--- src/rtl/core/sbph_pkg.sv ---
// Package for the spectrum bar and peak-hold block: types, register codes and
// fixed-point constants. Used by the step divider, the top level and the checker.
package sbph_pkg;

  localparam int DEF_MAX_COLUMNS = 4096;
  localparam int DEF_BIN_COUNT   = 512;

  // Configuration port.
  localparam int CFG_IDX_W  = 3;
  localparam int CFG_DATA_W = 13;

  localparam logic [CFG_IDX_W-1:0] REG_SCREEN_WIDTH = 3'd0;
  localparam logic [CFG_IDX_W-1:0] REG_BAR_FALLOFF  = 3'd1;
  localparam logic [CFG_IDX_W-1:0] REG_PEAK_FALLOFF = 3'd2;
  localparam logic [CFG_IDX_W-1:0] REG_PEAK_HOLD_ON = 3'd3;
  localparam logic [CFG_IDX_W-1:0] REG_HALF_SCALE   = 3'd4;

  localparam logic [12:0] RST_SCREEN_WIDTH = 13'd640;
  localparam logic [5:0]  RST_BAR_FALLOFF  = 6'd8;
  localparam logic [5:0]  RST_PEAK_FALLOFF = 6'd8;
  localparam logic        RST_PEAK_HOLD_ON = 1'b1;
  localparam logic        RST_HALF_SCALE   = 1'b0;

  // Bin position in 9.16 fixed point; the span is 400 bins.
  localparam int FRAC_BITS = 16;
  localparam int POS_W     = 25;
  localparam int IPOS_W    = POS_W - FRAC_BITS;
  localparam int WIDTH_W   = 13;
  localparam logic [POS_W-1:0] STEP_NUM = POS_W'(400 * 65536);
  localparam logic [16:0] FRAC_ONE = 17'h10000;

  // Level scaling by (bin + 40) / 80, done as (x >> 4) / 5 by reciprocal.
  localparam logic [IPOS_W-1:0] LVL_OFFSET = IPOS_W'(40);
  localparam logic [15:0] RECIP_5     = 16'hCCCD;
  localparam int          RECIP_SHIFT = 18;

  localparam logic [6:0] CLAMP_FULL = 7'd127;
  localparam logic [6:0] CLAMP_HALF = 7'd63;
  localparam logic [8:0] SPD_MAX    = 9'd255;
  localparam int         SPD_SHIFT  = 5;

  typedef struct packed {
    logic [6:0] bar;
    logic [7:0] spd;
    logic [7:0] pk;
  } colst_t;

endpackage

--- src/rtl/core/sbph_step_div.sv ---
// Iterative restoring divider that forms the bin step floor(400*65536/width).
// Depends on sbph_pkg for the widths and the fixed dividend.
module sbph_step_div
  import sbph_pkg::*;
(
  input  logic               clk,
  input  logic               rst_n,
  input  logic               start,
  input  logic [WIDTH_W-1:0] divisor,
  output logic               busy,
  output logic [POS_W-1:0]   quotient
);

  localparam int CNT_W = $clog2(POS_W);

  logic [WIDTH_W-1:0] rem_r;
  logic [WIDTH_W-1:0] den_r;
  logic [POS_W-1:0]   quo_r;
  logic [CNT_W-1:0]   cnt_r;
  logic               busy_r;

  logic [WIDTH_W:0]   trial;
  logic               ge;
  logic [WIDTH_W:0]   rem_nxt;

  // One quotient bit per cycle: the dividend bits shift out of quo_r at the
  // top while the quotient bits shift in at the bottom.
  always_comb begin
    trial   = {rem_r, quo_r[POS_W-1]};
    ge      = trial >= {1'b0, den_r};
    rem_nxt = ge ? (trial - {1'b0, den_r}) : trial;
  end

  always_ff @(posedge clk) begin
    if (!rst_n) begin
      busy_r <= 1'b0;
      cnt_r  <= '0;
    end else if (start) begin
      busy_r <= 1'b1;
      cnt_r  <= CNT_W'(POS_W - 1);
    end else if (busy_r) begin
      cnt_r <= cnt_r - 1'b1;
      if (cnt_r == '0) begin
        busy_r <= 1'b0;
      end
    end
  end

  always_ff @(posedge clk) begin
    if (start) begin
      rem_r <= '0;
      den_r <= divisor;
      quo_r <= STEP_NUM;
    end else if (busy_r) begin
      rem_r <= rem_nxt[WIDTH_W-1:0];
      quo_r <= {quo_r[POS_W-2:0], ge};
    end
  end

  assign busy     = busy_r;
  assign quotient = quo_r;

endmodule

--- config.mk ---
export PLATFORM = sky130hd
export DESIGN_NAME = sbph_step_div
export DESIGN_NICKNAME = d
export VERILOG_FILES = /design/src/rtl/core/sbph_pkg.sv /design/src/rtl/core/sbph_step_div.sv
export SDC_FILE = /design/constraint.sdc
export NUM_CORES = 1
export LEC_CHECK = 0
export BUFFER_PORTS_ARGS = -buffer_cell sky130_fd_sc_hd__buf_2
export CAP_MARGIN = 20
export CORE_ASPECT_RATIO = 1.1
export CORE_MARGIN = 8
export CORE_UTILIZATION = 60
export DETAILED_ROUTE_END_ITERATION = 8
export MAX_ROUTING_LAYER = met4
export PLACE_DENSITY = 0.85
export SYNTH_ARGS = -nofsm -noshare
export SYNTH_HDL_FRONTEND = slang
export SYNTH_SLANG_ARGS = --single-unit
--- constraint.sdc ---
create_clock -name clk -period 5.9 [get_ports clk]
set_input_delay 1.77 -clock clk [delete_from_list [all_inputs] [get_ports clk]]
set_output_delay 1.77 -clock clk [all_outputs]
set_load 0.005 [all_outputs]
## Word-level counts from Yosys, hierarchy flattened

Cells that the tools add are included.

- Multiply operators: 0
- Divide/modulo/power cells: 0
- Equality and inequality tests: 0
- Bitwise operators: 1
- Reduce and logical (&&, ||, !) cells: 3
- $add $sub $neg: 2
- Shift-type cells: 0
- Multiplexer cells: 6
- Magnitude comparators: 1

Operators with widths:

| operator | number |
|---|---|
| 14-bit by 13-bit >= comparator with 1-bit output | 1 |
| 13-bit two-way mux | 1 |
| 13-bit subtractor | 1 |
| 5-bit two-way mux | 2 |
| 5-bit zero test | 1 |
| 5-bit by 1-bit subtractor with 5-bit output (second input constant) | 1 |
| 1-bit two-way mux | 3 |
| 2-bit nonzero test | 1 |
| 2-bit OR reduction | 1 |
| 1-bit NOT | 1 |

- Output and inout bits: 26
- Flip-flop bits (word level): 57
- RAM bits: 0
- Bits of input ports: 16
- Memories kept: 0
- Word-level logic and storage cells: 19
- Latch bits: 0
- Bits in read-only memories: 0

## Logic depth before layout (Yosys ltp)

- Depth after elaboration: 4
- Depth in mapped cells: 11

## Worst setup path before layout

OpenSTA, ideal clock, no wires.

- Path type: input -> register
- From: input port start
- To: register quo_r[3], in the netlist quotient[3]
- Path slack: 3375 ps
- Arrival: 2396 ps
- Stages: 3
- Library setup time: 129 ps
- Cells stage by stage: clkbuf_1 -> clkbuf_1 -> nor2_1

RTL lines:

| what | line | source |
|---|---|---|
| start: declaration | sbph_step_div.sv:8 | `input logic start,` |
| end signal: assignment | sbph_step_div.sv:56 | `quo_r <= {quo_r[POS_W-2:0], ge};` |
| end: declaration | sbph_step_div.sv:18 | `logic [POS_W-1:0] quo_r;` |

No word-level cell between the ends.

## Worst setup path after layout

- From: register quo_r[24], in the netlist quotient[24]
- To: register rem_r[9]

- Cells in the longest elaborated chain, start to end: 2

RTL lines:

| what | line | source |
|---|---|---|
| 13-bit subtractor / 14-bit by 13-bit >= comparator with 1-bit output (equally long branches) | sbph_step_div.sv:31, sbph_step_div.sv:30 |  |
| 13-bit two-way mux (*) | sbph_step_div.sv:31 | `rem_nxt = ge ? (trial - {1'b0, den_r}) : trial;` |
| end signal: assignment | sbph_step_div.sv:55 | `rem_r <= rem_nxt[WIDTH_W-1:0];` |
| end: declaration | sbph_step_div.sv:16 | `logic [WIDTH_W-1:0] rem_r;` |

Mark *: on every way between the ends. The rest lies on a longest branch, timed or not.
A chain may end at the register's enable or synchronous reset.

==> flow_summary_export.csv <==
group,metric,value,unit
worst_setup_path,r2r_slack,2.93,ns
sta,worstMarginPinSlew,0.938,ns
sta,post-route-min-period,2.97,ns
synthesis,synth_top_family_by_area,"compound AO/OA/AOI/OAI gates",
worst_setup_path,worst-path-buf-inv,2,
floorplan,rows,26,
synthesis,synthSimpleGateAreaFrac,14.1,%
sta,relSlewSlack,37.5,%
grt,antenna_found_initial,0,
sta,fin_tns_setup,0,ns
grt,grt_usage,20.3,%
worst_setup_path,worstPathRequired,6.13,ns
detailed_routing,vias,2352,
floorplan,dieHeight,89.0,um
clocking,clk_pin_slew_worst_paths,0.06,ns
detailed_routing,wirelength,6510,um
clocking,clock_latency,0.35,ns
status,outcome,"finished clean",
placed_design,port_buffers,41,
synthesis,synth_compound_area_share,15.1,%
worst_setup_path,endpoint_kind,"flop",
synthesis,ys_seq_area_share,43.7,%
pwr,ir_worst_vdd,0.237,mV
min_path,holdPathEnd,"quotient[24]",
synthesis,synthAdderAreaFrac,6.71,%
detailed_routing,drc_errors,0,
worst_setup_path,startpoint,"quotient[24]",
detailed_routing,drtIter0Drc,202,
min_path,hold_depth,2,
worst_setup_path,crit_top_cell,"inv_1",
detailed_routing,avgViaCountPerCell,5.84,
min_path,min_from,"quotient[23]",
synthesis,ys_types,48,
grt,grt_pass1_vias,2447,
placed_design,hpwl,4280,um
sta,rsz0062_at_grt,"false",
synthesis,yosys-mux-area-fraction,11.0,%
synthesis,synth_edf_count,13,
layout,drive_above_1_share,18.4,%
worst_setup_path,rr_worst_depth,10,
synthesis,synthFlopType,"dfxtp_1",
grt,grt_max_degree,62,
worst_setup_path,crit_chain,"inv_1 -> ha_1 -> inv_1 -> fa_1 -> a211oi_2 -> nor3b_1 -> o21a_1 -> nor3_4 -> nand2_1 -> a311oi_1",
worst_setup_path,crit_type,"flop to flop",
clocking,tritoncts,"done",
worst_setup_path,reg2reg_to,"rem_r[9]",
placed_design,gp_routability_congestion,0.902,
worst_setup_path,cp_slowest_cell,"nor3_4",
clocking,cts_htree_levels,3,
sta,min_period_over_period,50.3,%
sta,setup_viol,0,
synthesis,syn_nets,337,
sta,fin_skew,0.00625,ns
placed_design,placed_cells,387,
clocking,cts_resized,0,
synthesis,synth_xor_xnor_area_share,3.61,%
worst_setup_path,cp_max_fo,16,
synthesis,syn_inst,306,
floorplan,pin_count,42,
layout,layout.nets,373,
sta,hold_viol_final,0,
worst_setup_path,timing.rr.start,"quotient[24]",
worst_setup_path,critPathLaunchType,"flop",
detailed_routing,wire_per_inst,16.2,um
sta,max_freq,337,MHz
grt,gr-total-overflow,0,
synthesis,synth_seq_cells,57,
sta,hold_slack,0.510,ns
clocking,cts_setup_buffers,0,
clocking,clockBufferDepth,2,
synthesis,ys_async_sr_fraction,0,%
flow_run,maxCapViolCount,0,
synthesis,yosys_warnings,0,
worst_setup_path,cpPeakStageDelay,0.64,ns
floorplan,chipWidth,82.4,um
min_path,min_path_type,"flop to flop",
worst_setup_path,path_delay_family,"compound AO/OA/AOI/OAI gates",
detailed_routing,antenna_left,0,
clocking,cts.sinks,57,
clocking,root_buffer,"clkbuf_8",
layout,fin_cells,403,
worst_setup_path,critical_path_arrival,3.20,ns
layout,syn_to_final_growth,14.3,%
detailed_routing,drtPass1Iterations,4,
pwr,powerDensity,311,nW/um^2
layout,diodes,0,
grt,grt_pass1_wl,11200,um
pwr,leakage,1.49,nW
floorplan,initial_core_util,62.6,%
sta,report.final.slew_viol_count,0,
synthesis,syn_area_per_cell,9.51,sq um
synthesis,synth_area,2910,sq um
clocking,holdBufCountCts,0,
floorplan,dieArea,7340,sq um
floorplan,core-area,4650,sq um
clocking,cts_buffers,9,
layout by cell type (no fill, tap or decap), drive strengths merged, types with 2 or more instances in the layout:
cell,netlist,final
o21a,3,3
xnor2,7,7
o211ai,2,2
nand4,4,4
ha,14,14
o221ai,3,3
inv,24,24
o2111ai,2,2
o22ai,3,3
nor3,4,4
nand2b,5,5
nand3,7,7
nor2,41,41
nand2,14,14
nor2b,2,2
a311oi,2,2
mux2i,32,32
dfxtp,44,44
buf,4,42
a21o,5,5
a21oi,14,14
clkinv,0,3
a211oi,10,10
a31oi,4,4
xor2,5,5
edfxtp,13,13
clkbuf,13,13
o21ai,6,6
a21boi,4,4
synth_stat cells, types with 4 or more instances:
library cell | n | area share, %
a21o_1 | 5 | 1.3
o21ai_0 | 5 | 0.86
ha_1 | 14 | 6.0
a211oi_1 | 8 | 2.1
mux2i_1 | 32 | 11
a21boi_0 | 4 | 1.0
clkbuf_1 | 13 | 1.7
nor2_1 | 41 | 5.3
nand4_1 | 4 | 0.86
nand2_1 | 14 | 1.8
inv_1 | 23 | 3.0
a21oi_1 | 14 | 2.4
xnor2_1 | 7 | 2.1
edfxtp_1 | 13 | 13
dfxtp_1 | 44 | 30
nand3_1 | 7 | 1.2
nand2b_1 | 5 | 1.1
a31oi_1 | 4 | 0.86
xor2_1 | 5 | 1.5
worst min-delay path, delay by kind of cell (launching register included):
kind | cells | cell delay [ns]
DFF | 1 | 0.32
and+or+nand+nor | 1 | 0.07
AOI/OAI and AO/OA | 1 | 0.07
cells by family after synthesis:
family | Yosys count
simple gates | 86
xor+xnor | 12
buf+inv | 41
flops | 57
mux | 32
compound gates | 63
fa+ha+maj | 15
layer usage:
layer | vias to the layer above | GRT usage [%] | part of all wire [%]
li1 | 1165 | - | -
met1 | 1111 | 23.3 | 44
met2 | 59 | 31.6 | 50
met3 | 17 | 5.53 | 4.5
met4 | 0 | 10.2 | 2.2
met5 | - | - | 0
flip-flops by register name, summed over array words and instances (netlist names):
signal	cells
den_r	13
cnt_r	5
quotient	25
busy	1
rem_r	13
worst max path at each step:
stage / slack [ns] / endpoint / cells after the start
5_1_grt: 2.67 / rem_r[9] / 10
3_3_place_gp: 2.79 / rem_r[7] / 4
2_1_floorplan: 3.37 / quotient[3] / 3
3_5_place_dp: 2.76 / rem_r[7] / 4
6_report: 2.93 / rem_r[9] / 10
4_1_cts: 2.95 / rem_r[9] / 10
metrics by stage:
step	worst slack [ns]	total power [mW]	utilization, %	area, sq um
detailed placement	2.76	0.664	67.0	3120
global route	2.67	1.09	71.5	3330
floorplan	3.37	0.620	-	2910
CTS	2.95	1.03	71.5	3330
finish	2.93	1.03	71.5	3330
global placement	2.79	0.656	67.0	3120
report_power, final:
| group | internal (mW) | leakage (nW) | switching [mW] |
|---|---|---|---|
| clock network | 0.214 | 0.110 | 0.157 |
| registers | 0.423 | 0.487 | 0.0167 |
| logic | 0.0935 | 0.897 | 0.129 |
cell type report:
cell class                 instances  area [sq um]
tap                               56          70.1
multi-input combinational        208          1470
clock buffer                      13           191
sequential                        57          1270
timing repair buffer              42           213
inverter                          24          90.1
fill                             366          1330
clock inverter                     3          18.8
Note: power is estimated with default switching activity, not from simulation.
